File: config.mk
export PLATFORM = sky130hd
export DESIGN_NAME = bmf_front
export DESIGN_NICKNAME = d
export VERILOG_FILES = /design/src/design/bmf_pkg.sv /design/src/design/bmf_front.sv
export SDC_FILE = /design/constraint.sdc
export NUM_CORES = 1
export LEC_CHECK = 0
export ABC_CLOCK_PERIOD_IN_PS = 11700
export BUFFER_PORTS_ARGS = -buffer_cell sky130_fd_sc_hd__buf_2
export CAP_MARGIN = 20
export CORE_ASPECT_RATIO = 0.75
export CORE_UTILIZATION = 58
export DETAILED_ROUTE_END_ITERATION = 12
export PLACE_DENSITY = 0.9
export SYNTH_ARGS = -nofsm -noshare
export SYNTH_HDL_FRONTEND = slang
export SYNTH_SLANG_ARGS = --single-unit
export TNS_END_PERCENT = 20
File: constraint.sdc
create_clock -name aclk -period 11.7 [get_ports aclk]
set_input_delay 0.585 -clock aclk [delete_from_list [all_inputs] [get_ports aclk]]
set_output_delay 0.585 -clock aclk [all_outputs]
set_load 0.05 [all_outputs]
File: src/design/bmf_pkg.sv
`timescale 1ns / 1ps
`default_nettype none
// bmf_pkg: sizes, shared types and helper functions of the box mean filter
// no dependencies; imported by every module of the block

package bmf_pkg;

    localparam int MAX_KSIZE    = 9;
    localparam int MAX_WIDTH    = 2048;
    localparam int MAX_CHANNELS = 4;

    localparam int KMAX      = (MAX_KSIZE % 2 == 0) ? MAX_KSIZE - 1 : MAX_KSIZE;
    localparam int LINE_ROWS = MAX_KSIZE - 1;
    localparam int LW        = 16 * LINE_ROWS;
    localparam int DEPTH     = MAX_WIDTH * MAX_CHANNELS;
    localparam int ADDRW     = $clog2(DEPTH);

    localparam int KW   = $clog2(MAX_KSIZE + 1);
    localparam int COLW = (MAX_WIDTH > 1) ? $clog2(MAX_WIDTH) : 1;
    localparam int WW   = $clog2(MAX_WIDTH + 1);
    localparam int CHW  = (MAX_CHANNELS > 1) ? $clog2(MAX_CHANNELS) : 1;
    localparam int NCHW = $clog2(MAX_CHANNELS + 1);

    localparam int CSW  = 17 + $clog2(MAX_KSIZE);
    localparam int WSW  = 17 + $clog2(MAX_KSIZE * MAX_KSIZE);
    localparam int MAGW = WSW - 1;
    localparam int DW   = $clog2(KMAX * KMAX + 1);

    localparam int QDEPTH = 4;
    localparam int QAW    = $clog2(QDEPTH);

    typedef enum logic [1:0] {
        ET_U8  = 2'd0,
        ET_S8  = 2'd1,
        ET_U16 = 2'd2,
        ET_S16 = 2'd3
    } etype_t;

    typedef struct packed {
        etype_t            etype;
        logic [KW-1:0]     k;
        logic [WW-1:0]     w;
        logic [NCHW-1:0]   nch;
    } cfg_t;

    typedef struct packed {
        logic [15:0]       raw;
        logic [ADDRW-1:0]  addr;
        logic [CHW-1:0]    ch;
        logic              emit;
        logic              rlast;
        logic              fend;
    } item_t;

    function automatic logic signed [16:0] decode(input logic [15:0] raw, input etype_t et);
        case (et)
            ET_U8:   return {9'b0, raw[7:0]};
            ET_S8:   return {{9{raw[7]}}, raw[7:0]};
            ET_U16:  return {1'b0, raw};
            default: return {raw[15], raw};
        endcase
    endfunction

    // floor((2^32 - 1) / k^2)
    function automatic logic [31:0] recip(input logic [KW-1:0] k);
        case (32'(k))
            1:       return 32'd4294967295;
            3:       return 32'd477218588;
            5:       return 32'd171798691;
            7:       return 32'd87652393;
            9:       return 32'd53024287;
            11:      return 32'd35495597;
            13:      return 32'd25414007;
            15:      return 32'd19088743;
            17:      return 32'd14861478;
            19:      return 32'd11897416;
            21:      return 32'd9739154;
            23:      return 32'd8119030;
            25:      return 32'd6871947;
            27:      return 32'd5891587;
            29:      return 32'd5106976;
            31:      return 32'd4469268;
            default: return 32'd4294967295;
        endcase
    endfunction

endpackage

`default_nettype wire

File: src/design/bmf_front.sv
`timescale 1ns / 1ps
`default_nettype none
// bmf_front: position counters, classifies each request (emit, row end, store address)
// depends on bmf_pkg

module bmf_front import bmf_pkg::*; (
    input  wire logic          aclk,
    input  wire logic          aresetn,
    input  wire cfg_t          cfg,
    input  wire logic          in_valid,
    output logic               in_ready,
    input  wire logic [16:0]   sample,
    input  wire logic          fstart,
    input  wire logic          fend,
    input  wire logic          q_full,
    output logic               q_push,
    output item_t              q_item
);

    logic [COLW-1:0] col_reg, col_next, col_c;
    logic [KW-1:0]   rows_reg, rows_next, rows_c;
    logic [CHW-1:0]  ch_reg, ch_next, ch_c;
    logic [KW-1:0]   km1;

    assign in_ready = !q_full;
    assign q_push   = in_valid && !q_full;
    assign km1      = cfg.k - 1'b1;

    always_comb begin
        col_c  = fstart ? '0 : col_reg;
        rows_c = fstart ? '0 : rows_reg;
        ch_c   = fstart ? '0 : ch_reg;
        if (32'(col_c) >= 32'(cfg.w)) begin
            col_c = '0;
        end
        if (32'(ch_c) >= 32'(cfg.nch)) begin
            ch_c = '0;
        end
        if (rows_c > km1) begin
            rows_c = km1;
        end

        q_item.raw   = sample[15:0];
        q_item.addr  = ADDRW'(32'(col_c) * MAX_CHANNELS + 32'(ch_c));
        q_item.ch    = ch_c;
        q_item.emit  = (rows_c >= km1) && (32'(col_c) >= 32'(km1));
        q_item.rlast = (32'(col_c) == 32'(cfg.w) - 1) && (32'(ch_c) == 32'(cfg.nch) - 1);
        q_item.fend  = fend;

        col_next  = col_c;
        rows_next = rows_c;
        ch_next   = ch_c + 1'b1;
        if (32'(ch_c) + 1 >= 32'(cfg.nch)) begin
            ch_next  = '0;
            col_next = col_c + 1'b1;
            if (32'(col_c) + 1 >= 32'(cfg.w)) begin
                col_next = '0;
                if (rows_c < km1) begin
                    rows_next = rows_c + 1'b1;
                end
            end
        end
    end

    always_ff @(posedge aclk) begin
        if (!aresetn) begin
            col_reg  <= '0;
            rows_reg <= '0;
            ch_reg   <= '0;
        end else if (q_push) begin
            col_reg  <= col_next;
            rows_reg <= rows_next;
            ch_reg   <= ch_next;
        end
    end

endmodule

`default_nettype wire

# Yosys cells after proc, flatten, opt, wreduce, memory -nomap -nowiden
# Index checks and enable logic that the tools add are counted.
[word_totals]
ff_bits = 17
in_bits = 44
out_inout_bits = 36
elab_cells = 38
[classes]
addsub = 9
magnitude_cmp = 8
eq_ne = 2
muxes = 12
reduce_logical = 4
[ops]
columns = ["op", "count"]
rows = [
  ["two-way mux 11 bit", 4],
  ["== test 11 x 32 -> 1 bit", 1],
  ["== test 2 x 32 -> 1 bit", 1],
  ["two-way mux 4 bit", 5],
  ["adder 13 x 2 -> 13 bit", 1],
  ["subtractor 12 x 1 -> 13 bit (second input constant)", 1],
  ["adder 11 x 1 -> 12 bit (second input constant)", 1],
  [">= comparator 11 x 12 -> 1 bit", 1],
  [">= comparator 12 bit", 1],
  ["adder 11 x 1 -> 11 bit (second input constant)", 1],
  [">= comparator 11 x 4 -> 1 bit", 1],
  ["two-way mux 2 bit", 3],
  ["adder 4 x 1 -> 4 bit (second input constant)", 1],
  [">= comparator 4 bit", 1],
  ["greater-than comparator 4 bit", 1],
  ["< comparator 4 bit", 1],
  ["subtractor 3 x 1 -> 4 bit (second input constant)", 1],
  ["subtractor 4 x 1 -> 4 bit (second input constant)", 1],
  ["adder 2 x 1 -> 3 bit (second input constant)", 1],
  [">= comparator 2 x 3 -> 1 bit", 1],
  [">= comparator 3 bit", 1],
  ["logical AND 1 bit", 3],
  ["adder 2 x 1 -> 2 bit (second input constant)", 1],
  ["logical NOT 1 bit", 1],
]

# Logic depth before layout (Yosys ltp)
[logic_depth]
ltp_word = 7
depth_mapped = 24
depth_no_buf = 23

# Least setup slack after synthesis
# No wires, ideal clock.
[synth_path]
path_kind = "input to register"
from = "in fstart"
to = "reg rows_reg[2]"
setup_time_ns = 0.064
arrival_ns = 6.033
required_ns = 11.636
path_slack_ns = 5.603
cell_stages = 21
n_path_buf = 2
path_cell_list = "clkbuf_1 -> clkbuf_1 -> nor2b_1 -> ha_1 -> a211oi_1 -> o21ai_0 -> a21oi_1 -> nor2_1 -> nor3_1 -> ha_1 -> nand4b_1 -> nor2_1 -> nand3_1 -> xor2_1 -> nor2_1 -> ha_1 -> nand4_1 -> o31ai_2 -> nand3_1 -> or4_1 -> nand3_1"
[synth_between]
elab_chain_cells = 7
elab_cells_between_ends = 18
cone_classes = "3 x add/sub; 6 x order compare; 9 x mux"
[synth_lines]
columns = ["item", "line_no", "source"]
rows = [
  ["start, declared", "bmf_front.sv:13", "input wire logic fstart,"],
  ["two-way mux 11 bit or two-way mux 4 bit (tied branches)", "bmf_front.sv:30, bmf_front.sv:31", ""],
  [">= comparator 11 x 12 -> 1 bit or greater-than comparator 4 bit (tied branches)", "bmf_front.sv:33, bmf_front.sv:39", ""],
  ["two-way mux 11 bit or two-way mux 4 bit (tied branches)", "bmf_front.sv:33, bmf_front.sv:39", ""],
  ["adder 11 x 1 -> 12 bit (tied with other cells)", "bmf_front.sv:56", "if (32'(col_c) + 1 >= 32'(cfg.w)) begin"],
  [">= comparator 12 bit or two-way mux 4 bit (tied branches)", "bmf_front.sv:56, bmf_front.sv:58", ""],
  ["two-way mux 4 bit", "bmf_front.sv:56", ""],
  ["two-way mux 4 bit *", "bmf_front.sv:53", "if (32'(ch_c) + 1 >= 32'(cfg.nch)) begin"],
  ["end signal, assigned", "bmf_front.sv:72", "rows_reg <= rows_next;"],
  ["end, declared", "bmf_front.sv:21", "logic [KW-1:0] rows_reg, rows_next, rows_c;"],
]
# Mark *: on every way between the ends. The rest lies on a longest branch, timed or not.
# A chain may end at the register's enable or synchronous reset.

# Worst setup path after layout
[layout_path]
from = "in fstart"
to = "reg col_reg[4]"
[layout_between]
elab_chain_cells = 7
elab_cells_between_ends = 13
cone_classes = "3 x add/sub; 4 x order compare; 6 x mux"
[layout_lines]
columns = ["item", "line_no", "source"]
rows = [
  ["two-way mux 11 bit", "bmf_front.sv:30", "col_c = fstart ? '0 : col_reg;"],
  [">= comparator 11 x 12 -> 1 bit", "bmf_front.sv:33", "if (32'(col_c) >= 32'(cfg.w)) begin"],
  ["two-way mux 11 bit", "bmf_front.sv:33", ""],
  ["adder 11 x 1 -> 12 bit", "bmf_front.sv:56", ""],
  [">= comparator 12 bit", "bmf_front.sv:56", ""],
  ["two-way mux 11 bit", "bmf_front.sv:56", ""],
  ["two-way mux 11 bit *", "bmf_front.sv:53", ""],
  ["end signal, assigned", "bmf_front.sv:71", "col_reg <= col_next;"],
  ["end, declared", "bmf_front.sv:20", "logic [COLW-1:0] col_reg, col_next, col_c;"],
]
# Marked as above.

==> reports/qor.yml <==
status:
  status: "completed"
worst_hold_path:
  hp-class: "register to register"
  worstHoldStart: "ch_reg[1]"
  hold_end: "ch_reg[1]"
  min_path_cells: 2
layout:
  final_cell_mix: "ha_1, buf_2, inv_1, nor2b_1, o21ai_0"
  largest_reg_flops: 11
  final_common_cell: "ha_1"
  layout.nets: 480
  diodes: 0
  finalCoreUtilization_pct: 64.8
  layout-drive-gt1-share_pct: 14.1
  area_growth_pct: 5.00
  fillers: 403
clocking:
  clk_pin_slew_ns: 0.07
  cts_resized: 0
  cts_setup_buffers: 0
  worstSkewPairLatency_ns: 0.26
  numCtsBuffers: 3
  cts-root-buf: "clkbuf_8"
  tritoncts: "done"
  clock_sinks: 17
  clockBufferDepth: 2
  ctsHoldBuffers: 0
  h-tree-depth: 1
worst_setup_path:
  critPathArrivalTime_ns: 6.15
  crit_fanout: 19
  r2r-end: "col_reg[4]"
  worstReg2RegStart: "col_reg[2]"
  crit_chain: "buf_2, nand2b_1, inv_1, ha_1, a211oi_1, o21ai_0, a21oi_1, o21a_1, nand2_1, inv_1, ha_1, nand4b_1, nor2_1, xnor2_1, nor2_1, ha_1, a21o_1, a211o_1, a221oi_1, o31ai_2, nor3_2, a22oi_1, nor2b_1"
  r2r_cells: 21
  worstSetupPathType: "input port to register"
  cpLargestDelayFamily: "compound AO/OA/AOI/OAI gates"
  slowest_delay_ns: 0.57
  worst_setup_path_end_kind: "register"
  critPathBufInv: 3
  rrSetupSlack_ns: 5.92
  critPathRequiredTime_ns: 11.89
  cp-start-kind: "input port"
  crit_path_top_delay_cell: "nor3_2"
  cpMostUsedCell: "ha_1"
drt:
  totalWireLength_um: 7110
  firstDrtPassIters: 5
  drt_iter0_drc: 264
  vias: 2829
  route.antenna.remaining_nets: 0
  drc: 0
  viasPerCell: 6.34
  wl_per_cell_um: 15.9
floorplan:
  chipHeight_um: 62.2
  dieArea_mm2: 0.00512
  die_w_um: 82.3
  start_util_pct: 61.7
  rows: 21
  coreArea_mm2: 0.00455
  io_pins: 80
global_routing:
  grt_pass1_vias: 2465
  grt_pass1_wl_um: 11400
  grt_max_degree: 21
  grt_overflow: 0
  antenna_found_initial: 0
  grt_usage_pct: 28.4
yosys:
  syn_nets: 465
  synth_flop_cell: "dfxtp_1"
  seq_area_frac_synth_pct: 12.1
  synth_xor_xnor_area_share_pct: 7.49
  ys_warn_count: 0
  syn_area_mm2: 0.00281
  synth_compound_area_share_pct: 20.3
  synth_top_family_by_area: "simple AND/OR/NAND/NOR gates"
  ys_ff_latch: 17
  synth-simple-area-share_pct: 26.6
  synthCells: 375
  postSynth.asyncResetShare_pct: 0
  synth_mux_area_share_pct: 1.92
  synth_area_per_cell_um2: 7.48
  synthDistinctLibCells: 52
  synthAdderAreaFrac_pct: 20.5
  synth-edff-count: 0
timing:
  setup_viol: 0
  skew_ns: 0.00217
  rsz0062_at_grt: "false"
  clock.fmax_mhz: 168
  fin_crit_ns: 5.96
  timing.final.crit_share_pct: 51.0
  hold_viol_final: 0
  fin_tns_setup_ns: 0
  max_slew_margin_pct: 43.7
  worst_slew_pin_slew_ns: 0.836
  drv_slew: 0
pwr:
  p_per_area_mw_per_mm2: 56.4
  max-vdd-ir-drop_mv: 0.0655
  power.leakage_nw: 1.46
  total_power_mw: 0.166
place:
  gp_congestion: 0.915
  port_buffers: 42
  hpwl_um: 5730
run:
  cap_viol_max_count: 0
## how the worst max path moves through the flow
stage / start / end / slack, ns / depth (start not counted)
6_report: fstart / col_reg[4] / 5.74 / 23
5_1_grt: fstart / col_reg[9] / 5.40 / 23
4_1_cts: fstart / col_reg[4] / 5.92 / 23
3_5_place_dp: fstart / col_reg[4] / 5.66 / 23
3_3_place_gp: fstart / col_reg[9] / 5.81 / 23
2_1_floorplan: fstart / rows_reg[2] / 5.60 / 21
## per-stage QoR
stage | area [um^2] | hold WS (ns) | setup WS (ns) | std cells
after detailed placement | 2900 | 0.467 | 5.66 | 442
after global routing | 2950 | 0.486 | 5.40 | 446
after floorplan | 2810 | 0.436 | 5.60 | 375
final | 2950 | 0.468 | 5.74 | 446
after CTS | 2950 | 0.476 | 5.92 | 446
after global placement | 2900 | 0.449 | 5.81 | 442
## tightest hold or removal path: stages (launching register included)
cell and delay (ns):
dfxtp_1 0.31, nand2_1 0.05, a21boi_0 0.06
## layer usage
layer	vias to the layer above	global-route usage, %	routed length [um]
met5	-	0	0
met4	0	4.17	75
met3	12	4.41	599
met2	133	43.3	3090
met1	1324	42.2	3340
li1	1360	-	-
## cell type report
type | count | area, um^2 | share of cell area (%)
clock buffer | 3 | 41.3 | 1.40
clock inverter | 1 | 5.00 | 0.170
multi-input combinational | 295 | 2160 | 73.2
tap | 57 | 71.3 | 2.42
inverter | 30 | 113 | 3.82
timing repair buffer | 43 | 218 | 7.39
sequential | 17 | 340 | 11.6
## power by group
group / total [mW] / leakage (nW) / switching (mW) / internal [mW]
clock: 0.0450 / 0.0255 / 0.0213 / 0.0237
combinational: 0.0604 / 1.30 / 0.0376 / 0.0227
sequential: 0.0607 / 0.138 / 0.00161 / 0.0591
## synth_stat cells, types with 2 or more instances
cell	count	area, um^2
nor2_1	18	67.6
a22oi_1	8	60.1
clkbuf_1	13	48.8
a21o_1	6	45.0
buf_4	19	143
a221oi_1	3	26.3
a211oi_1	3	22.5
nand2b_1	14	87.6
nor2b_1	24	150
and3_1	6	37.5
o2111ai_1	3	26.3
nor4_1	6	37.5
xnor2_1	16	140
a21oi_1	18	90.1
xor2_1	8	70.1
a2111oi_0	2	17.5
o21ai_1	2	10.0
nand3_1	14	70.1
nor3_1	10	50.1
mux2_2	3	33.8
nor3b_1	2	15.0
dfxtp_1	17	340
or3_1	5	31.3
nand2_1	16	60.1
o22ai_1	2	12.5
and2_1	6	37.5
inv_1	30	113
nand4_1	7	43.8
o21a_1	4	30.0
mux2i_1	2	20.0
a32o_1	2	20.0
ha_1	46	576
o211ai_1	2	15.0
and2_0	2	12.5
o21ai_0	19	95.1
## logic make-up (layout without fill, tap and decap cells)
| family | count (synthesis) | in the layout |
|---|---|---|
| simple gates | 135 | 135 |
| compound gates | 85 | 85 |
| mux | 5 | 5 |
| xor+xnor | 24 | 24 |
| fa+ha+maj | 46 | 46 |
| buf+inv | 63 | 77 |
| flops | 17 | 17 |
No activity file was read; power rests on OpenSTA's default activity.
