===== config.mk =====
export PLATFORM = sky130hd
export DESIGN_NAME = bmf_queue
export DESIGN_NICKNAME = d
export VERILOG_FILES = /design/src/design/bmf_pkg.sv /design/src/design/bmf_queue.sv
export SDC_FILE = /design/constraint.sdc
export NUM_CORES = 1
export LEC_CHECK = 0
export BUFFER_PORTS_ARGS = -buffer_cell sky130_fd_sc_hd__buf_4
export CORE_ASPECT_RATIO = 1.2
export CORE_UTILIZATION = 35
export CTS_BUF_LIST = sky130_fd_sc_hd__clkbuf_16
export CTS_CLUSTER_SIZE = 20
export DETAILED_ROUTE_END_ITERATION = 12
export MAX_ROUTING_LAYER = met4
export PLACE_DENSITY = 0.53
export SETUP_SLACK_MARGIN = 0.4
export SLEW_MARGIN = 25
export SYNTH_ARGS = -nofsm -noshare
export SYNTH_HDL_FRONTEND = slang
export SYNTH_SLANG_ARGS = --single-unit

===== constraint.sdc =====
create_clock -name aclk -period 2.1 [get_ports aclk]
set_input_delay 0.21 -clock aclk [delete_from_list [all_inputs] [get_ports aclk]]
set_output_delay 0.21 -clock aclk [all_outputs]
set_load 0.03 [all_outputs]

===== src/design/bmf_pkg.sv =====
`timescale 1ns / 1ps
`default_nettype none
// bmf_pkg: sizes, shared types and helper functions of the box mean filter
// no dependencies; imported by every module of the block

package bmf_pkg;

    localparam int MAX_KSIZE    = 9;
    localparam int MAX_WIDTH    = 2048;
    localparam int MAX_CHANNELS = 4;

    localparam int KMAX      = (MAX_KSIZE % 2 == 0) ? MAX_KSIZE - 1 : MAX_KSIZE;
    localparam int LINE_ROWS = MAX_KSIZE - 1;
    localparam int LW        = 16 * LINE_ROWS;
    localparam int DEPTH     = MAX_WIDTH * MAX_CHANNELS;
    localparam int ADDRW     = $clog2(DEPTH);

    localparam int KW   = $clog2(MAX_KSIZE + 1);
    localparam int COLW = (MAX_WIDTH > 1) ? $clog2(MAX_WIDTH) : 1;
    localparam int WW   = $clog2(MAX_WIDTH + 1);
    localparam int CHW  = (MAX_CHANNELS > 1) ? $clog2(MAX_CHANNELS) : 1;
    localparam int NCHW = $clog2(MAX_CHANNELS + 1);

    localparam int CSW  = 17 + $clog2(MAX_KSIZE);
    localparam int WSW  = 17 + $clog2(MAX_KSIZE * MAX_KSIZE);
    localparam int MAGW = WSW - 1;
    localparam int DW   = $clog2(KMAX * KMAX + 1);

    localparam int QDEPTH = 4;
    localparam int QAW    = $clog2(QDEPTH);

    typedef enum logic [1:0] {
        ET_U8  = 2'd0,
        ET_S8  = 2'd1,
        ET_U16 = 2'd2,
        ET_S16 = 2'd3
    } etype_t;

    typedef struct packed {
        etype_t            etype;
        logic [KW-1:0]     k;
        logic [WW-1:0]     w;
        logic [NCHW-1:0]   nch;
    } cfg_t;

    typedef struct packed {
        logic [15:0]       raw;
        logic [ADDRW-1:0]  addr;
        logic [CHW-1:0]    ch;
        logic              emit;
        logic              rlast;
        logic              fend;
    } item_t;

    function automatic logic signed [16:0] decode(input logic [15:0] raw, input etype_t et);
        case (et)
            ET_U8:   return {9'b0, raw[7:0]};
            ET_S8:   return {{9{raw[7]}}, raw[7:0]};
            ET_U16:  return {1'b0, raw};
            default: return {raw[15], raw};
        endcase
    endfunction

    // floor((2^32 - 1) / k^2)
    function automatic logic [31:0] recip(input logic [KW-1:0] k);
        case (32'(k))
            1:       return 32'd4294967295;
            3:       return 32'd477218588;
            5:       return 32'd171798691;
            7:       return 32'd87652393;
            9:       return 32'd53024287;
            11:      return 32'd35495597;
            13:      return 32'd25414007;
            15:      return 32'd19088743;
            17:      return 32'd14861478;
            19:      return 32'd11897416;
            21:      return 32'd9739154;
            23:      return 32'd8119030;
            25:      return 32'd6871947;
            27:      return 32'd5891587;
            29:      return 32'd5106976;
            31:      return 32'd4469268;
            default: return 32'd4294967295;
        endcase
    endfunction

endpackage

`default_nettype wire


===== src/design/bmf_queue.sv =====
`timescale 1ns / 1ps
`default_nettype none
// bmf_queue: short request queue between front and back
// depends on bmf_pkg

module bmf_queue import bmf_pkg::*; (
    input  wire logic   aclk,
    input  wire logic   aresetn,
    input  wire logic   push,
    input  wire item_t  push_item,
    input  wire logic   pop,
    output item_t       head,
    output logic        empty,
    output logic        full
);

    item_t          slot_reg [QDEPTH];
    logic [QAW-1:0] wr_reg, rd_reg;
    logic [QAW:0]   cnt_reg;

    assign head  = slot_reg[rd_reg];
    assign empty = (cnt_reg == '0);
    assign full  = (32'(cnt_reg) == QDEPTH);

    always_ff @(posedge aclk) begin
        if (!aresetn) begin
            wr_reg  <= '0;
            rd_reg  <= '0;
            cnt_reg <= '0;
        end else begin
            if (push) begin
                wr_reg <= (32'(wr_reg) == QDEPTH - 1) ? '0 : wr_reg + 1'b1;
            end
            if (pop) begin
                rd_reg <= (32'(rd_reg) == QDEPTH - 1) ? '0 : rd_reg + 1'b1;
            end
            if (push && !pop) begin
                cnt_reg <= cnt_reg + 1'b1;
            end else if (pop && !push) begin
                cnt_reg <= cnt_reg - 1'b1;
            end
        end
    end

    always_ff @(posedge aclk) begin
        if (push) begin
            slot_reg[wr_reg] <= push_item;
        end
    end

endmodule

`default_nettype wire


# --- Word level (Yosys, flattened, before mapping) ---
# Memories as Yosys holds them, arrays and structs flattened. A register that Yosys moved wholly into a read port is not among the register bits.
# Index checks and enable logic that the tools add are counted.
word_totals:
  reg_bits: 7
  out_inout_bits: 36
  input_bits: 38
  ramBits: 136
  mem_count: 1
  wordCells: 25
op_classes:
  n_eq_ne: 3
  addsub: 4
  mux: 8
  reduce_logical: 6
memory_table:
  columns: ["memory", "depth", "width", "read_ports", "rd_clocked_by_memory_dff", "wr", "line", "source"]
  rows:
  - ["slot_reg", 4, 34, 1, 1, 1, "bmf_queue.sv:17", "item_t slot_reg [QDEPTH];"]
op_table:
  columns: ["operator", "n"]
  rows:
  - ["2-bit two-way mux", 4]
  - ["3-bit two-way mux", 2]
  - ["2-bit by 1-bit adder with 2-bit output, second input constant", 2]
  - ["2-bit == test, second input constant", 2]
  - ["3-bit by 1-bit adder with 3-bit output, second input constant", 1]
  - ["3-bit == test, second input constant", 1]
  - ["3-bit zero test", 1]
  - ["3-bit by 1-bit subtractor with 3-bit output, second input constant", 1]
  - ["1-bit logical AND", 2]
  - ["1-bit zero test", 2]
  - ["1-bit two-way mux", 2]
  - ["2-bit nonzero test", 1]

# --- Logic depth before layout (Yosys ltp) ---
# Gate-level depths: netlist of run 1.
depth:
  depth_word: 4
  depth_mapped: 7
  mapped_depth_nobuf: 7

# --- Worst setup path before layout of run 1 ---
# OpenSTA, ideal clock, no wires.
synth_path:
  kind: "reg2reg"
  from: "register wr_reg[0]"
  to: "memory slot_reg[3][0] in the netlist's numbering, enable pin"
  path_buffers: 0
  required_time_ns: 1.706
  path_stages_with_launch: 3
  setup_time_ns: 0.394
  arrival_ns: 1.385
  path_slack_ns: 0.321
  cell_sequence: "dfxtp_1 > ha_1 > and2_1"
synth_lines:
  columns: ["element", "line", "source"]
  rows:
  - ["start, declared", "bmf_queue.sv:18", "logic [QAW-1:0] wr_reg, rd_reg;"]
  - ["start signal, assigned", "bmf_queue.sv:32", "wr_reg <= (32'(wr_reg) == QDEPTH - 1) ? '0 : wr_reg + 1'b1;"]
  - ["end, declared", "bmf_queue.sv:17", null]
# No word-level cell before the write port.

==> results of run 1 <==
what timing repair did:
action                                 CTS  global route
setup buffers                            2             0
gates cloned                             2             1
hold buffers                            34             0
setup endpoints to repair               34            34
resized for setup                       31             3
endpoints found under the hold margin  133             0
worst max path at each step:
stage / startpoint / end / slack [ps]
after global routing: register / head[5] / 80
after global placement: pop / cnt_reg[2] / 440
final: register / head[32] / 150
after CTS: register / head[10] / 100
after floorplan: pop / cnt_reg[2] / 610
after detailed placement: pop / cnt_reg[2] / 370
area by class of cell:
class | instances | area (µm²) | share of cell area, %
flip-flops and latches | 145 | 4270 | 57.9
repair buffers | 123 | 1220 | 16.5
multi-input cells | 65 | 1030 | 14.0
clock buffers | 17 | 425 | 5.76
well taps | 204 | 255 | 3.46
clock inverters | 15 | 158 | 2.14
inverters | 4 | 15.0 | 0.203
diodes | 2 | 5.00 | 0.0678
through the flow:
step           setup WS, ps  cell area, µm²  utilization [%]  power (W)  hold WS (ps)
5_1_grt                84.1            7380             49.1    0.00749          52.6
4_1_cts                 105            7350             49.0    0.00730          50.8
6_report                151            7380             49.1    0.00723          67.2
2_1_floorplan           611            5420                -    0.00390           309
3_3_place_gp            441            6240             41.5    0.00421           410
3_5_place_dp            366            6240             41.5    0.00422           413
power by group through the flow:
stage | sequential, W | clock [W] | combinational (W)
after floorplan | 0.00340 | 0 | 0.000507
after global placement | 0.00340 | 0 | 0.000808
after detailed placement | 0.00341 | 0 | 0.000813
after CTS | 0.00335 | 0.00300 | 0.000953
after global routing | 0.00336 | 0.00312 | 0.00101
final | 0.00335 | 0.00293 | 0.000941
cell usage after synthesis:
master / count
a21boi_0: 1
and2_1: 5
buf_12: 3
buf_2: 3
buf_6: 1
clkbuf_1: 1
dfxtp_1: 9
edfxtp_1: 136
fa_1: 1
ha_1: 6
inv_1: 4
mux2i_1: 4
mux4_1: 4
mux4_2: 30
nor2_1: 1
nor2b_1: 5
nor3_1: 2
nor3b_1: 1
o21a_1: 1
o21ai_0: 1
or3_1: 1
xnor2_1: 1
xor2_1: 1
per-layer routing:
metal | vias to the layer above | GRT usage [%]
li1 | 1197 | -
met1 | 1312 | 16.6
met2 | 60 | 22.1
met3 | 8 | 4.52
met4 | 0 | 5.74
met5 | - | -
logic make-up (layout without fill, tap and decap cells):
| group | Yosys count | count (layout) |
|---|---|---|
| compound gates | 3 | 3 |
| xor+xnor | 2 | 2 |
| fa+ha+maj | 7 | 7 |
| buf+inv | 12 | 159 |
| flops | 145 | 145 |
| mux | 38 | 38 |
| other cells | 0 | 2 |
| simple gates | 15 | 15 |
==> metrics.csv, run 1 <==
stage,metric,value,unit
run_status,outcome,finished clean,
cells_and_area,"most common cell after layout, fill and taps aside",edfxtp_1,
global_route,number of global-route vias before repair,2831,
logic_synthesis,Syn Nets,267,
cells_and_area,most frequent cells in the layout,"136 x edfxtp_1, 57 x buf_4, 34 x mux4_2, 34 x dlygate4sd3_1, 24 x buf_6",
floorplanning,Initial Util,36.0,%
placement,gpl congestion,0.702,
route,vias post-DR,2577,
critical_path,crit-path leading delay family,multiplexers,
power,cell-internal power,0.00553,W
power,maximum vdd drop,0.000557,V
logic_synthesis,register area share after synthesis,78.8,%
logic_synthesis,Synth Warn #,0,
logic_synthesis,Netlist Area Pre-Place,0.00541,mm²
route,Pre-antenna DRT Iters,4,
logic_synthesis,Syn Area/Cell,24.4,µm²
placement,dpl hpwl,5790,µm
cells_and_area,ratio of cells with drive above 1 in the final layout,43.1,%
critical_path,Worst setup EP type,primary output,
logic_synthesis,main area contributors after synthesis,"edfxtp_1 75%, mux4_2 12%, dfxtp_1 3.3%, mux4_1 1.9%, ha_1 1.4%",
route,Residual DRC,0,
floorplanning,io pins,74,
critical_path,Critical Path Stages,4,
placement,DP Cell Count,502,
cts,Root Driver,clkbuf_16,
logic_synthesis,Synth Area in Simple Gates,1.66,%
sta,RSZ-0062 raised after global routing,yes,
cells_and_area,Final #Nets,401,
global_route,GR Overflow Total,0,
logic_synthesis,Adder-Cell Fraction of Synth Area,1.76,%
sta,relative max-transition margin,77.7,%
cts,htree depth,4,
cts,later-pin clock latency in the skew report,420,ps
global_route,GRT Resource Usage Total,14.1,%
route,DR top layer,met4,
critical_path,CP max FO,4,
logic_synthesis,Mapped Cells,222,
worst_hold_path,WHS Path Cells,2,
floorplanning,Chip Height,138,µm
cts,Inserted Clock Buffers,17,
worst_hold_path,Worst Hold End,cnt_reg[0],
critical_path,critical path class,reg2out,
cts,clock sink total,145,
power,leakage,2.56,nW
placement,port bufs,73,
critical_path,Crit-path slowest cell,mux4_2,
route,met3 WL,377,µm
power,proportion of power drawn by flip-flops and latches,46.4,%
sta,Max Slew Vio Count,0,
logic_synthesis,multiplexer share of the synthesized area,15.2,%
cells_and_area,fin cells,575,
route,met2 wire len,5030,µm
sta,# setup viols final,0,
route,WL per Instance,17.3,µm
sta,Tcrit/Tclk final,92.8,%
cells_and_area,Fill cells,1245,
floorplanning,Cell Rows,49,
run,Max Cap Viol,0,
logic_synthesis,largest area contributor in the netlist,edfxtp_1,
route,routed length on met1,4440,µm
logic_synthesis,Seq cells post-synth,145,
logic_synthesis,Synth top area share,75.5,%
sta,Slew @ Worst Pin,335,ps
route,total routed wirelength,9940,µm
logic_synthesis,Synth Area in Compound Gates,0.370,%
floorplanning,Die Area,0.0160,mm²
sta,Tmin final,1950,ps
critical_path,"slowest stage delay, CP",500,ps
worst_hold_path,hold crit path type,in2reg,
cells_and_area,max reg flops,136,
global_route,initial antenna violation count,2,
critical_path,Worst Path Buf+Inv,3,
sta,Max Freq,513,MHz
power,power per cell area,979,mW/mm²
cts,deepest clock path buffer count,2,
logic_synthesis,xor and xnor area share after synthesis,0.324,%
power,Sw Pwr,0.00170,W
power,Gate power share,13.0,%
critical_path,r2r startpoint,cnt_reg[0],
cts,CTS tree,done,
critical_path,Reg2Reg Capture Point,cnt_reg[2],
critical_path,crit path launch type,register,
critical_path,WP data required,1890,ps
sta,final count of hold timing violations,0,
logic_synthesis,synth unique cells,23,
route,DRT antenna net count,0,
power,switching part of the total power,23.5,%
sta,Layout Skew,11.6,ps
route,initial DRC count,115,
logic_synthesis,largest family of logic cells by synthesized area,multiplexers,
cts,Worst-path clk slew,60,ps
critical_path,worst path cell trace,"buf_12, clkbuf_16, mux4_2, buf_6",
sta,setup TNS,0,ps
cells_and_area,area delta synth->final,36.3,%
critical_path,WP data arrival,1740,ps
critical_path,reg2reg path depth,4,
floorplanning,Core ar.,0.0150,mm²
floorplanning,die width,116,µm
global_route,first-pass GRT wire length,15400,µm
worst_hold_path,Hold Path Origin,aresetn,
global_route,pin count of the biggest net entering global routing,35,
route,routed vias/inst,4.48,
power,clock share of power,40.6,%
critical_path,flop2flop setup slack,610,ps
Note: power is estimated with default switching activity, not from simulation.
==> run 2, diff against run 1 <==
- CORE_MARGIN: not set -> 3
==> run 2 against run 1 <==
  * Via count rose by 1.5%
  * Die area rose by 6.5%
  * Combinational power rose by 4.8%
  * Routed wire length barely moved
  * Clock-buffer cell count did not move
  * First-iteration DRC count rose by 9.6%
  * Utilization rose by 0.81 points
  * Global-route usage fell by 1.3 points
  * Sequential share of layout area fell by 1.2 points
==> metrics.csv, run 2 (synthesis results as in run 1) <==
stage,metric,value,unit
sta,final setup margin,143,ps
critical_path,CP max FO,6,
worst_hold_path,hold crit path type,in2reg,
cells_and_area,ratio of cells with drive above 1 in the final layout,42.9,%
route,routed vias/inst,4.55,
cells_and_area,Final #Nets,404,
route,DRT antenna net count,0,
critical_path,Worst setup EP type,primary output,
sta,setup TNS,0,ps
run_status,outcome,finished clean,
worst_hold_path,Hold Path Origin,aresetn,
placement,DP Area,0.00623,mm²
global_route,first-pass GRT wire length,15400,µm
sta,Tcrit/Tclk final,93.2,%
critical_path,flop2flop setup slack,610,ps
route,Pre-antenna DRT Iters,4,
cells_and_area,"most common cell after layout, fill and taps aside",edfxtp_1,
power,maximum vdd drop,0.000423,V
critical_path,WP data arrival,1750,ps
run,Max Cap Viol,0,
floorplanning,Cell Rows,49,
route,vias post-DR,2615,
cells_and_area,area delta synth->final,39.2,%
cells_and_area,max reg flops,136,
critical_path,crit path launch type,register,
cts,later-pin clock latency in the skew report,410,ps
placement,port bufs,73,
sta,RSZ-0062 raised after global routing,yes,
worst_hold_path,WHS Path Cells,2,
cts,Worst-path clk slew,60,ps
global_route,GRT Resource Usage Total,12.8,%
route,Residual DRC,0,
floorplanning,Die Area,0.0170,mm²
placement,pre-CTS setup slack,304,ps
sta,Layout Skew,3.69,ps
sta,Slew @ Worst Pin,532,ps
cells_and_area,Fill cells,1280,
critical_path,reg2reg path depth,4,
floorplanning,Chip Height,142,µm
placement,gpl congestion,0.648,
worst_hold_path,Worst Hold End,cnt_reg[0],
critical_path,WP data required,1890,ps
global_route,number of global-route vias before repair,2894,
floorplanning,Core ar.,0.0151,mm²
sta,Max Slew Vio Count,0,
cts,htree depth,4,
sta,Tmin final,1960,ps
route,initial DRC count,126,
floorplanning,die width,120,µm
cts,Root Driver,clkbuf_16,
floorplanning,Initial Util,35.9,%
global_route,GR Overflow Total,0,
sta,# setup viols final,0,
cts,deepest clock path buffer count,2,
cells_and_area,diode count,0,
placement,dpl hpwl,5510,µm
cts,CTS tree,done,
global_route,pin count of the biggest net entering global routing,35,
sta,final count of hold timing violations,0,
critical_path,critical path class,reg2out,
critical_path,r2r startpoint,cnt_reg[0],
cts,Inserted Clock Buffers,17,
sta,relative max-transition margin,64.5,%
sta,Max Freq,511,MHz
cts,clock sink total,145,
power,leakage,2.65,nW
floorplanning,io pins,74,
route,WL per Instance,17.3,µm
power,power per cell area,994,mW/mm²
route,total routed wirelength,9950,µm
cells_and_area,Final Instance Area,0.00753,mm²
global_route,initial antenna violation count,0,
cells_and_area,most frequent cells in the layout,"136 x edfxtp_1, 43 x buf_4, 37 x buf_6",
critical_path,Reg2Reg Capture Point,cnt_reg[2],
## run 2: cell count changes in the layout (fill, tap and decap cells not counted), moves of 2 or more
cell,delta
buf_6,+13
buf_12,+5
buf_16,-2
inv_6,-3
and2_4,+2
diode_2,-2
bufinv_16,+3
clkinv_2,+3
buf_4,-14
clkinvlp_4,-3
inv_1,+2
and2_2,-2
## run 2: final cells by class
cell class                 instances  area [µm²]  area share, %
sequential                       145        4270           56.7
multi-input combinational         65        1040           13.8
clock inverter                    14         198           2.62
clock buffer                      17         425           5.65
inverter                           4        15.0          0.199
timing repair buffer             126        1330           17.7
tap                              204         255           3.39
## run 2: power by group
part	internal [W]	leakage (nW)	switching [W]
clock network	0.00208	0.312	0.00107
registers	0.00331	1.32	0.0000440
logic	0.000496	1.01	0.000489
## run 2: per-stage QoR
step | utilization, % | total power [W] | hold WS, ps | instances
floorplan | - | 0.00390 | 309 | 222
global placement | 41.3 | 0.00421 | 411 | 496
detailed placement | 41.3 | 0.00423 | 414 | 496
CTS | 48.9 | 0.00751 | 44.3 | 572
global route | 49.9 | 0.00777 | 62.7 | 575
finish | 49.9 | 0.00749 | 65.1 | 575
## run 2: metal layers
metal  global-route usage, %  up-vias  part of all wire, %
met3                    4.02       14                  4.7
met2                    20.7       64                   53
met4                    6.57        0                  1.7
met5                       -        -                    0
met1                    14.2     1336                   41
li1                        -     1201                    -
## run 2: critical path, stage by stage, from the launching register on
cell	delay (ps)
dfxtp_4	390
buf_12	140
clkbuf_16	150
mux4_2	500
buf_6	150
## run 2: how the worst max path moves through the flow
stage	startpoint	end	slack, ps	cells past startpoint
after global routing	register	head[8]	90	4
final	register	head[4]	140	4
after global placement	wr_reg[0]	slot_reg[2][5]	330	3
after floorplan	pop	cnt_reg[2]	610	7
after CTS	register	head[33]	110	4
after detailed placement	wr_reg[0]	slot_reg[2][8]	300	3
## run 2: what timing repair did
action	4_1_cts	5_1_grt
hold buffers	34	0
gates resized for setup	14	29
hold endpoints to repair	136	0
endpoints found under the setup margin	102	34
setup buffers	11	1
cloned	0	2
==> run 3, diff against run 2 <==
- CORE_ASPECT_RATIO: 1.2 -> not set
==> run 3 against run 2 <==
  * Total power shrank 5.9%
  * Final cell count shrank 4.9%
  * Largest cell class unchanged
  * Largest power group unchanged
  * Combinational power shrank 6.3%
  * Non-clock buffer count shrank 9
  * Sequential power is essentially flat
  * Critical path type unchanged
  * Die area is essentially flat
==> metrics.csv, run 3 (synthesis results as in run 1) <==
stage,metric,value,unit
sta,Layout Skew,4.44,ps
cells_and_area,Final #Nets,395,
cells_and_area,diode count,0,
global_route,first-pass GRT wire length,15400,µm
critical_path,worst path cell trace,"buf_16, mux4_2, buf_4",
power,maximum vdd drop,0.000587,V
critical_path,Crit-path slowest cell,mux4_2,
global_route,pin count of the biggest net entering global routing,35,
route,Residual DRC,0,
sta,Max Slew Vio Count,0,
cts,Worst-path clk slew,50,ps
global_route,GRT Resource Usage Total,13.1,%
route,routed vias/inst,4.71,
sta,Max Freq,504,MHz
cts,htree depth,4,
power,leakage,2.52,nW
power,Gate power share,13.1,%
floorplanning,Chip Height,130,µm
critical_path,Worst setup EP type,primary output,
cells_and_area,"most common cell after layout, fill and taps aside",edfxtp_1,
critical_path,CP max FO,9,
cells_and_area,ratio of cells with drive above 1 in the final layout,40.8,%
sta,# setup viols final,0,
cts,Post-CTS Repair Setup Buffers,0,
floorplanning,die width,130,µm
sta,Tcrit/Tclk final,94.5,%
sta,Slew @ Worst Pin,555,ps
placement,gpl congestion,0.660,
cts,Inserted Clock Buffers,17,
cts,Root Driver,clkbuf_16,
global_route,number of global-route vias before repair,2805,
sta,final count of hold timing violations,0,
placement,port bufs,73,
cts,later-pin clock latency in the skew report,410,ps
cells_and_area,max reg flops,136,
floorplanning,Cell Rows,44,
critical_path,critical path class,reg2out,
critical_path,WP data required,1890,ps
sta,Tmin final,1990,ps
cells_and_area,area of the multi-input gates,0.00104,mm²
power,Sw Pwr,0.00159,W
sta,relative max-transition margin,63.0,%
placement,dpl hpwl,5560,µm
route,vias post-DR,2577,
cells_and_area,Fill cells,1217,
floorplanning,Initial Util,36.5,%
power,cell-internal power,0.00546,W
cts,CTS tree,done,
route,Pre-antenna DRT Iters,4,
critical_path,WP data arrival,1780,ps
route,WL per Instance,18.4,µm
floorplanning,Core ar.,0.0148,mm²
critical_path,crit path launch type,register,
run_status,outcome,finished clean,
power,Tot Pwr,0.00705,W
floorplanning,io pins,74,
global_route,initial antenna violation count,0,
cells_and_area,area delta synth->final,34.0,%
global_route,GR Overflow Total,0,
cts,deepest clock path buffer count,2,
cts,clock sink total,145,
floorplanning,Die Area,0.0170,mm²
power,power per cell area,972,mW/mm²
critical_path,"slowest stage delay, CP",520,ps
run,Max Cap Viol,0,
cells_and_area,Seq. cell area,0.00427,mm²
power,clock share of power,39.3,%
power,switching part of the total power,22.5,%
cells_and_area,most frequent cells in the layout,"136 x edfxtp_1, 53 x buf_4, 34 x mux4_2, 34 x dlygate4sd3_1, 24 x buf_6",
worst_hold_path,hold crit path type,in2reg,
sta,setup TNS,0,ps
route,initial DRC count,181,
route,DRT antenna net count,0,
power,proportion of power drawn by flip-flops and latches,47.6,%
route,total routed wirelength,10100,µm
sta,RSZ-0062 raised after global routing,yes,
-- run 3: cell count changes in the layout (fill, tap and decap cells not counted), sizes merged --
cell	change
clkinvlp	+1
clkinv	+5
inv	-2
buf	-9
bufinv	-3
-- run 3: worst paths after layout --
path         slack (ps)  startpoint    endpoint  cells past startpoint
max reg2reg         610  cnt_reg[0]  cnt_reg[2]                      4
min                  60     aresetn  cnt_reg[0]                      2
min reg2reg         520  cnt_reg[2]  cnt_reg[2]                      2
max                 110    register    head[23]                      3
-- run 3: power by group through the flow --
stage	Clock (W)	Sequential, W	Combinational [W]
2_1_floorplan	0	0.00340	0.000507
3_3_place_gp	0	0.00341	0.000797
3_5_place_dp	0	0.00341	0.000805
4_1_cts	0.00285	0.00336	0.000898
5_1_grt	0.00301	0.00337	0.000991
6_report	0.00277	0.00336	0.000924
-- run 3: area by class of cell --
class	instances	share of cell area [%]
repair buffers	117	15.9
clock inverters	15	1.72
inverters	4	0.207
flip-flops and latches	145	58.8
multi-input cells	65	14.3
clock buffers	17	5.86
well taps	184	3.17
-- run 3: per-layer routing --
layer  vias to the layer above  wire length, µm  GRT usage, %
li1                       1183                -             -
met1                      1322             4510          16.5
met2                        59             4970          19.5
met3                        13              430          4.42
met4                         0              137          5.63
met5                         -                0             -
-- run 3: repair_timing --
action | 4_1_cts | 5_1_grt
hold buffers | 34 | 0
gates resized for setup | 14 | 19
cloned | 2 | 2
hold endpoints to repair | 136 | 0
endpoints found under the setup margin | 102 | 34
-- run 3: critical path, delay by kind of cell (launching register included) --
family,cells,cell delay [ps]
flops,1,460
buf+inv,2,380
mux,1,520
-- run 3: per-stage QoR --
stage          hold slack [ps]  std cells  utilization (%)  instance area, µm²  setup slack, ps
2_1_floorplan              309        222                -                5420              611
3_3_place_gp               412        477             41.7                6180              335
3_5_place_dp               413        477             41.7                6180              293
4_1_cts                   39.9        545             48.3                7160             52.9
5_1_grt                   63.0        547             49.0                7250             47.0
6_report                  59.3        547             49.0                7250              114
